==> src/hdl/sst_pkg.sv <==
// ----------------------------------------------------------------------------
// sst_pkg: shared types and constants for the sorted set table
// Table sizing, command codes, sequencer states and the compare result.
// ----------------------------------------------------------------------------
package sst_pkg;

    localparam int DEPTH      = 64;
    localparam int ITEM_WIDTH = 32;
    localparam int IDX_W      = $clog2(DEPTH);
    localparam int CNT_W      = $clog2(DEPTH + 1);

    typedef logic [ITEM_WIDTH-1:0] t_item;
    typedef logic [IDX_W-1:0]      t_idx;
    typedef logic [CNT_W-1:0]      t_cnt;

    typedef enum logic [1:0] {
        CMD_INSERT   = 2'd0,
        CMD_ERASE    = 2'd1,
        CMD_CONTAINS = 2'd2,
        CMD_GET      = 2'd3
    } t_cmd;

    typedef enum logic [2:0] {
        S_IDLE,
        S_SCAN,
        S_SHUP,
        S_SHDN,
        S_PLACE,
        S_GET
    } t_state;

    typedef struct packed {
        logic eq;
        logic lt;
    } t_cmp;

endpackage

==> src/hdl/sst_ram.sv <==
// ----------------------------------------------------------------------------
// sst_ram: simple dual-port table memory
// One write and one registered read per cycle.
// ----------------------------------------------------------------------------
module sst_ram #(
    parameter int WIDTH = 32,
    parameter int WORDS = 64
) (
    input  logic                     i_clk,
    input  logic                     i_we,
    input  logic [$clog2(WORDS)-1:0] i_waddr,
    input  logic [WIDTH-1:0]         i_wdata,
    input  logic [$clog2(WORDS)-1:0] i_raddr,
    output logic [WIDTH-1:0]         o_rdata
);
    logic [WIDTH-1:0] r_mem [WORDS];

    always_ff @(posedge i_clk) begin
        if (i_we) begin
            r_mem[i_waddr] <= i_wdata;
        end
        o_rdata <= r_mem[i_raddr];
    end
endmodule

==> src/hdl/sst_cmp.sv <==
// ----------------------------------------------------------------------------
// sst_cmp: shared magnitude comparator
// Compares a table entry against the request value.
// ----------------------------------------------------------------------------
module sst_cmp (
    input  sst_pkg::t_item i_entry,
    input  sst_pkg::t_item i_key,
    output sst_pkg::t_cmp  o_res
);
    import sst_pkg::*;

    always_comb begin
        o_res.eq = (i_entry == i_key);
        o_res.lt = (i_entry < i_key);
    end
endmodule

==> src/hdl/sorted_set_table.sv <==
// ----------------------------------------------------------------------------
// sorted_set_table: sorted set of distinct values in a fixed table
// Insert, erase, contains and get-by-position over an ascending table,
// driven by a small sequencer around one memory and one comparator.
// ----------------------------------------------------------------------------
// A request is taken when start is high and busy is low; busy stays high
// until the result is ready, and the result is shown for exactly one cycle
// with o_done high. The receiver cannot stall, so sample it on that cycle.
// The table memory gives one registered read and one write per cycle. get
// reads the requested position as the request is taken. The other
// commands first scan upward from address 0, one word per cycle; the scan
// stops on the first entry not less than the value, or runs off the end
// after the last entry. contains then finishes; insert shifts the entries
// from the slot upward by one word and then places the value; erase shifts
// the entries above the found position down by one word.
// o_entry_count and o_is_empty reflect the count after the request.
// ----------------------------------------------------------------------------
module sorted_set_table (
    input  logic        i_clk,
    input  logic        i_rst_n,
    input  logic        start,
    output logic        busy,
    input  logic [1:0]  i_cmd,
    input  logic [31:0] i_item_value,
    input  logic [5:0]  i_position,
    output logic        o_done,
    output logic        o_succeeded,
    output logic [31:0] o_read_value,
    output logic [6:0]  o_entry_count,
    output logic        o_is_empty
);
    import sst_pkg::*;

    // width wide enough to compare the position port against the count
    localparam int PW = CNT_W + 6;

    // control state
    t_state r_state, n_state;
    t_cnt   r_count, n_count;
    logic   r_done,  n_done;

    // request and scan bookkeeping
    t_cmd   r_cmd,   n_cmd;
    t_item  r_val,   n_val;
    t_cnt   r_ptr,   n_ptr;     // next memory address to read
    t_idx   r_didx,  n_didx;    // address of the word now on the read port
    logic   r_dvld,  n_dvld;    // read port holds a word requested last cycle
    t_cnt   r_slot,  n_slot;    // insert slot or erase position
    logic   r_found, n_found;   // scan hit or get position in range
    logic   r_ok,    n_ok;
    logic [31:0] r_rdval, n_rdval;

    // memory ports
    logic  mem_we;
    t_idx  mem_waddr;
    t_item mem_wdata;
    t_idx  mem_raddr;
    t_item mem_rdata;
    t_cmp  cmp_res;

    // scan results
    logic  scan_hit;
    logic  scan_end;

    sst_ram #(
        .WIDTH (ITEM_WIDTH),
        .WORDS (DEPTH)
    ) u_ram (
        .i_clk   (i_clk),
        .i_we    (mem_we),
        .i_waddr (mem_waddr),
        .i_wdata (mem_wdata),
        .i_raddr (mem_raddr),
        .o_rdata (mem_rdata)
    );

    sst_cmp u_cmp (
        .i_entry (mem_rdata),
        .i_key   (r_val),
        .o_res   (cmp_res)
    );

    // first entry not below the value stops the scan (table is ascending)
    assign scan_hit = r_dvld && !cmp_res.lt;
    assign scan_end = !scan_hit && (r_ptr >= r_count);

    always_ff @(posedge i_clk) begin
        if (!i_rst_n) begin
            r_state <= S_IDLE;
            r_count <= '0;
            r_done  <= 1'b0;
        end else begin
            r_state <= n_state;
            r_count <= n_count;
            r_done  <= n_done;
        end
    end

    always_ff @(posedge i_clk) begin
        r_cmd   <= n_cmd;
        r_val   <= n_val;
        r_ptr   <= n_ptr;
        r_didx  <= n_didx;
        r_dvld  <= n_dvld;
        r_slot  <= n_slot;
        r_found <= n_found;
        r_ok    <= n_ok;
        r_rdval <= n_rdval;
    end

    always_comb begin
        n_state   = r_state;
        n_count   = r_count;
        n_done    = 1'b0;
        n_cmd     = r_cmd;
        n_val     = r_val;
        n_ptr     = r_ptr;
        n_didx    = r_didx;
        n_dvld    = 1'b0;
        n_slot    = r_slot;
        n_found   = r_found;
        n_ok      = r_ok;
        n_rdval   = r_rdval;
        mem_we    = 1'b0;
        mem_waddr = r_didx;
        mem_wdata = mem_rdata;
        mem_raddr = r_ptr[IDX_W-1:0];

        case (r_state)
            S_IDLE: begin
                // get reads the requested position straight away
                mem_raddr = IDX_W'(i_position);
                if (start) begin
                    n_cmd   = t_cmd'(i_cmd);
                    n_val   = t_item'(64'(i_item_value));
                    n_ptr   = '0;
                    n_found = (PW'(i_position) < PW'(r_count));
                    n_rdval = '0;
                    if (t_cmd'(i_cmd) == CMD_GET) begin
                        n_state = S_GET;
                    end else begin
                        n_state = S_SCAN;
                    end
                end
            end

            S_SCAN: begin
                if (scan_hit || scan_end) begin
                    n_found = scan_hit && cmp_res.eq;
                    n_slot  = scan_hit ? t_cnt'(r_didx) : r_count;
                    case (r_cmd)
                        CMD_INSERT: begin
                            if ((scan_hit && cmp_res.eq) || (r_count == CNT_W'(DEPTH))) begin
                                n_ok    = 1'b0;
                                n_done  = 1'b1;
                                n_state = S_IDLE;
                            end else begin
                                n_ptr   = r_count;
                                n_state = S_SHUP;
                            end
                        end
                        CMD_ERASE: begin
                            if (scan_hit && cmp_res.eq) begin
                                n_ptr   = t_cnt'(r_didx) + 1'b1;
                                n_state = S_SHDN;
                            end else begin
                                n_ok    = 1'b0;
                                n_done  = 1'b1;
                                n_state = S_IDLE;
                            end
                        end
                        default: begin
                            n_ok    = scan_hit && cmp_res.eq;
                            n_done  = 1'b1;
                            n_state = S_IDLE;
                        end
                    endcase
                end else begin
                    // keep one read in flight per cycle
                    n_dvld = 1'b1;
                    n_didx = r_ptr[IDX_W-1:0];
                    n_ptr  = r_ptr + 1'b1;
                end
            end

            S_SHUP: begin
                // word read from address a lands at a+1, walking downward
                mem_raddr = IDX_W'(r_ptr - 1'b1);
                mem_waddr = r_didx + 1'b1;
                mem_we    = r_dvld;
                if (r_ptr > r_slot) begin
                    n_dvld = 1'b1;
                    n_didx = IDX_W'(r_ptr - 1'b1);
                    n_ptr  = r_ptr - 1'b1;
                end else begin
                    n_state = S_PLACE;
                end
            end

            S_PLACE: begin
                mem_we    = 1'b1;
                mem_waddr = r_slot[IDX_W-1:0];
                mem_wdata = r_val;
                n_count   = r_count + 1'b1;
                n_ok      = 1'b1;
                n_done    = 1'b1;
                n_state   = S_IDLE;
            end

            S_SHDN: begin
                // word read from address a lands at a-1, walking upward
                mem_waddr = r_didx - 1'b1;
                mem_we    = r_dvld;
                if (r_ptr < r_count) begin
                    n_dvld = 1'b1;
                    n_didx = r_ptr[IDX_W-1:0];
                    n_ptr  = r_ptr + 1'b1;
                end else begin
                    n_count = r_count - 1'b1;
                    n_ok    = 1'b1;
                    n_done  = 1'b1;
                    n_state = S_IDLE;
                end
            end

            S_GET: begin
                n_ok    = r_found;
                n_rdval = r_found ? 32'(mem_rdata) : '0;
                n_done  = 1'b1;
                n_state = S_IDLE;
            end

            default: begin
                n_state = S_IDLE;
            end
        endcase
    end

    assign busy          = (r_state != S_IDLE);
    assign o_done        = r_done;
    assign o_succeeded   = r_ok;
    assign o_read_value  = r_rdval;
    assign o_entry_count = 7'(r_count);
    assign o_is_empty    = (r_count == '0);

endmodule
==> config.mk <==
export PLATFORM = sky130hd
export DESIGN_NAME = sorted_set_table
export DESIGN_NICKNAME = d
export VERILOG_FILES = /design/src/hdl/sst_pkg.sv /design/src/hdl/sst_ram.sv /design/src/hdl/sst_cmp.sv /design/src/hdl/sorted_set_table.sv
export SDC_FILE = /design/constraint.sdc
export NUM_CORES = 2
export LEC_CHECK = 0
export BUFFER_PORTS_ARGS = -buffer_cell sky130_fd_sc_hd__buf_4
export CORE_MARGIN = 4
export CORE_UTILIZATION = 35
export CTS_CLUSTER_DIAMETER = 40
export DETAILED_ROUTE_END_ITERATION = 6
export PLACE_DENSITY = 0.49
export SYNTH_ARGS = -nofsm -noshare
export SYNTH_HDL_FRONTEND = slang
export SYNTH_SLANG_ARGS = --single-unit
==> constraint.sdc <==
create_clock -name i_clk -period 9.9 [get_ports i_clk]
set_input_delay 0.495 -clock i_clk [delete_from_list [all_inputs] [get_ports i_clk]]
set_output_delay 0.495 -clock i_clk [all_outputs]
set_load 0.01 [all_outputs]
==> metrics.txt <==
# TYPE chip_impl_metric gauge
chip_impl_metric{name="max_slew.worst_pin.slew",unit="ns"} 1.43
chip_impl_metric{name="synth-edff-count",unit=""} 2136
chip_impl_info{name="yosysTopAreaCell",value="sky130_fd_sc_hd__edfxtp_1"} 1
chip_impl_metric{name="layout.cell_area.non_filler",unit="um2"} 106000
chip_impl_metric{name="layout-drive-gt1-share",unit=""} 0.164
chip_impl_metric{name="finalSetupTns",unit="ns"} 0
chip_impl_metric{name="htreeDepth",unit=""} 5
chip_impl_metric{name="critical_path.max_stage_delay",unit="ns"} 0.88
chip_impl_metric{name="part_of_the_yosys_area_used_for_sequential_elements",unit=""} 0.729
chip_impl_metric{name="io_pins",unit=""} 86
chip_impl_metric{name="critPathMaxFanout",unit=""} 99
chip_impl_metric{name="post-place-cells",unit=""} 8994
chip_impl_metric{name="finalSetupViolCount",unit=""} 0
chip_impl_metric{name="netlist-cell-type-count",unit=""} 81
chip_impl_metric{name="worst_ir_drop_vdd",unit="mV"} 0.277
chip_impl_info{name="criticalPathCategory",value="reg2reg"} 1
chip_impl_metric{name="period_share",unit=""} 0.612
chip_impl_metric{name="io_buffers",unit=""} 85
chip_impl_metric{name="via_count_of_the_first_global_routing_pass",unit=""} 50150
chip_impl_metric{name="synth_top_area_frac",unit=""} 0.719
chip_impl_metric{name="length_of_routed_wiring_on_met1",unit="um"} 118000
chip_impl_metric{name="initial_antenna_violation_count",unit=""} 21
chip_impl_metric{name="power.leakage",unit="nW"} 37.9
chip_impl_metric{name="cap_viol_max_count",unit=""} 0
chip_impl_metric{name="yosys_register_bits",unit=""} 2180
chip_impl_metric{name="wire_per_inst",unit="um"} 28.1
chip_impl_metric{name="rows",unit=""} 185
chip_impl_metric{name="clkLatencyLatePin",unit="ns"} 0.95
chip_impl_metric{name="asyncSetResetFlopFracSynth",unit=""} 0
chip_impl_metric{name="cts.clk_slew.worst_paths",unit="ns"} 0.05
chip_impl_info{name="cp_slowest_cell",value="sky130_fd_sc_hd__dfxtp_1"} 1
chip_impl_metric{name="critPathRequiredTime",unit="ns"} 10.63
chip_impl_metric{name="final_cells",unit=""} 9641
chip_impl_metric{name="layout.nets",unit=""} 6114
chip_impl_metric{name="chipHeight",unit="um"} 513
chip_impl_metric{name="fp.coreArea",unit="um2"} 254000
chip_impl_metric{name="die_ar",unit="um2"} 263000
chip_impl_metric{name="antenna_violating_nets_post_route",unit=""} 0
chip_impl_metric{name="gr-total-overflow",unit=""} 0
chip_impl_info{name="min-delay-path-class",value="in2reg"} 1
chip_impl_metric{name="routed_wl",unit="um"} 271000
chip_impl_metric{name="placer_s_final_routability_congestion_estimate",unit=""} 0.864
chip_impl_metric{name="cts_repair_resize_count",unit=""} 0
chip_impl_metric{name="met3_length",unit="um"} 17800
chip_impl_info{name="synth.top_cells.by_area",value="sky130_fd_sc_hd__edfxtp_1 (72%), sky130_fd_sc_hd__mux2i_1 (12%), sky130_fd_sc_hd__nand2_1 (3.2%), sky130_fd_sc_hd__nand3_1 (1.8%), sky130_fd_sc_hd__dfxtp_1 (0.99%)"} 1
chip_impl_metric{name="ctsLongestPathBuffers",unit=""} 4
chip_impl_metric{name="globalRouteTotalUtil",unit=""} 0.200
chip_impl_info{name="dr.max_layer_used",value="met4"} 1
chip_impl_metric{name="drt_pass1_iterations",unit=""} 6
chip_impl_metric{name="first_pass_grt_wire_length",unit="um"} 379000
chip_impl_metric{name="final.fill_count",unit=""} 22652
chip_impl_metric{name="clkSinkCount",unit=""} 2180
chip_impl_metric{name="multi_input_gate_area",unit="um2"} 23200
chip_impl_metric{name="cts-buffers-inserted",unit=""} 339
chip_impl_metric{name="fp.dieW",unit="um"} 513
chip_impl_metric{name="maxSlewViolCount",unit=""} 0
chip_impl_metric{name="postSynthCellCount",unit=""} 5673
chip_impl_metric{name="max-slew-margin-rel",unit=""} 0.0341
chip_impl_metric{name="max_clock_freq",unit="MHz"} 165
chip_impl_metric{name="drc",unit=""} 0
chip_impl_info{name="outcome",value="complete, no violations"} 1
chip_impl_metric{name="dpl.hpwl",unit="um"} 150000
chip_impl_metric{name="mappedNetlistNets",unit=""} 5782
chip_impl_metric{name="syn-cell-area",unit="um2"} 89200
chip_impl_metric{name="clock-skew-final",unit="ns"} 0.0625
chip_impl_metric{name="detail_route.iter0.violations",unit=""} 5270
chip_impl_info{name="ys.flop_type",value="sky130_fd_sc_hd__edfxtp_1"} 1
chip_impl_info{name="crit_path_start_kind",value="flop"} 1
chip_impl_metric{name="worst-endpoint-arrival",unit="ns"} 6.79
chip_impl_metric{name="ff_latch_area",unit="um2"} 65000
chip_impl_metric{name="powerDensity",unit="nW/um2"} 336
chip_impl_info{name="crit_path_end_kind",value="flop"} 1
chip_impl_metric{name="syn_to_final_growth",unit="%"} 19.2
chip_impl_metric{name="mean_area_per_synthesized_cell",unit="um2"} 15.7
chip_impl_metric{name="placed_area",unit="um2"} 94800
chip_impl_metric{name="finalWorstPathRequiredPeriod",unit="ns"} 6.06
chip_impl_info{name="clock_root_buffer",value="sky130_fd_sc_hd__clkbuf_16"} 1
chip_impl_metric{name="met2WireLength",unit="um"} 126000
chip_impl_metric{name="synth-warning-count",unit=""} 0
chip_impl_metric{name="timing.final.hold_violations",unit=""} 0
chip_impl_metric{name="post-layout-total-power",unit="W"} 0.0357
chip_impl_metric{name="grt_max_degree",unit=""} 141
chip_impl_info{name="tritoncts_clock_tree",value="yes"} 1
chip_impl_metric{name="route.vias.total",unit=""} 51142
chip_impl_info{name="grt_setup_unrepaired",value="no"} 1
chip_impl_metric{name="initial_utilization",unit=""} 0.351
chip_impl_metric{name="detail_route.vias_per_cell",unit=""} 5.30
chip_impl_info{name="timing.critical_path.cells",value="or3b_1 -> clkinv_1 -> ha_1 -> o31ai_4 -> buf_12 -> buf_12 -> mux2i_1 -> mux2i_1 -> mux2_2 -> o22ai_1 -> nor4_1"} 1
metrics by stage:
stage / hold WS [ns] / worst slack (ns) / util
6_report: 0.239 / 3.84 / 0.419
5_1_grt: 0.217 / 3.69 / 0.418
4_1_cts: 0.161 / 3.86 / 0.418
3_5_place_dp: 0.584 / 3.86 / 0.374
3_3_place_gp: 0.582 / 3.69 / 0.373
2_1_floorplan: 0.533 / 4.16 / -
where the power goes:
group	leakage (nW)	internal, W	switching (W)	total (W)
combinational	13.0	0.00368	0.00834	0.0120
clock	5.26	0.00724	0.00432	0.0116
sequential	19.6	0.0118	0.000343	0.0121
kinds of logic (layout without fill, tap and decap cells):
logic type | Yosys count | in the layout | synth area share
AOI/OAI and AO/OA | 436 | 436 | 0.0331
xor gates and xnor gates | 20 | 20 | 0.00196
adders and majority gates | 66 | 66 | 0.00943
buffers and inverters | 379 | 968 | 0.0207
DFF | 2180 | 2180 | 0.729
muxes | 1180 | 1180 | 0.134
other | 0 | 13 | 0
and+or+nand+nor | 1412 | 1412 | 0.0717
cell type report:
type	count	share of cell area
Antenna cell	13	0.000306
Clock inverter	223	0.0217
Clock buffer	375	0.0822
Sequential cell	2180	0.612
Inverter	64	0.00226
Multi-Input combinational cell	3114	0.218
Tap cell	3366	0.0396
Timing Repair Buffer	306	0.0240
path summary, 6_finish.rpt:
kind | startpoint | end | slack [ns] | cells after the start
worst max register to register | r_state[0]$_SDFFE_PN0P_ | u_ram.o_rdata[3]$_DFF_P_ | 3.84 | 11
worst min register to register | u_ram.o_rdata[4]$_DFF_P_ | o_read_value[4]$_SDFFCE_PN0P_ | 0.59 | 1
worst min-delay path | i_position[5] | r_found$_DFFE_PP_ | 0.24 | 4
worst max-delay path | r_state[0]$_SDFFE_PN0P_ | u_ram.o_rdata[3]$_DFF_P_ | 3.84 | 11
worst max-delay path, delay by kind of cell, from the launching register on:
family | cells | cell delay (ns)
AO/OA/AOI/OAI | 2 | 1.55
AND/OR/NAND/NOR | 2 | 0.65
multiplexers | 3 | 0.68
buffers and inverters | 3 | 1.36
flip-flops | 1 | 0.88
adder cells (fa/ha/maj) | 1 | 0.39
what timing repair did:
action                                 CTS  global route
hold buffers                            36             0
endpoints found under the hold margin   45             0
buffers inserted                         0             0
setup endpoints to repair                0             0
layout by cell type (no fill, tap or decap), drive strengths merged, types with 85 or more instances in the layout:
| master | synthesis | routed |
|---|---|---|
| nand2 | 763 | 763 |
| edfxtp | 2136 | 2136 |
| a21oi | 107 | 107 |
| buf | 236 | 269 |
| clkinv | 2 | 101 |
| inv | 62 | 106 |
| o21ai | 85 | 85 |
| mux2i | 1106 | 1106 |
| clkbuf | 79 | 375 |
| nand3 | 328 | 328 |
per-layer routing:
layer	global-route usage	vias up
met5	0	-
met4	0.0721	0
met3	0.0408	425
met2	0.319	1739
met1	0.272	26430
li1	-	22548
synth_stat cells (all sizes together) (62+ instances only):
master,n
a21oi,107
buf,236
clkbuf,79
edfxtp,2136
ha,64
inv,62
mux2,70
mux2i,1106
nand2,763
nand3,328
nor2,63
nor3,79
o21ai,85
sequential cells by signal, summed over array words and instances, names as in the netlist:
signal / count
r_ptr: 7
r_val: 32
o_entry_count: 7
o_read_value: 32
u_ram.r_mem: 2048
r_state: 3
r_didx: 6
o_done: 1
r_slot: 7
r_dvld: 1
r_cmd: 2
o_succeeded: 1
u_ram.o_rdata: 32
r_found: 1
No activity file was read; power rests on OpenSTA's default activity.
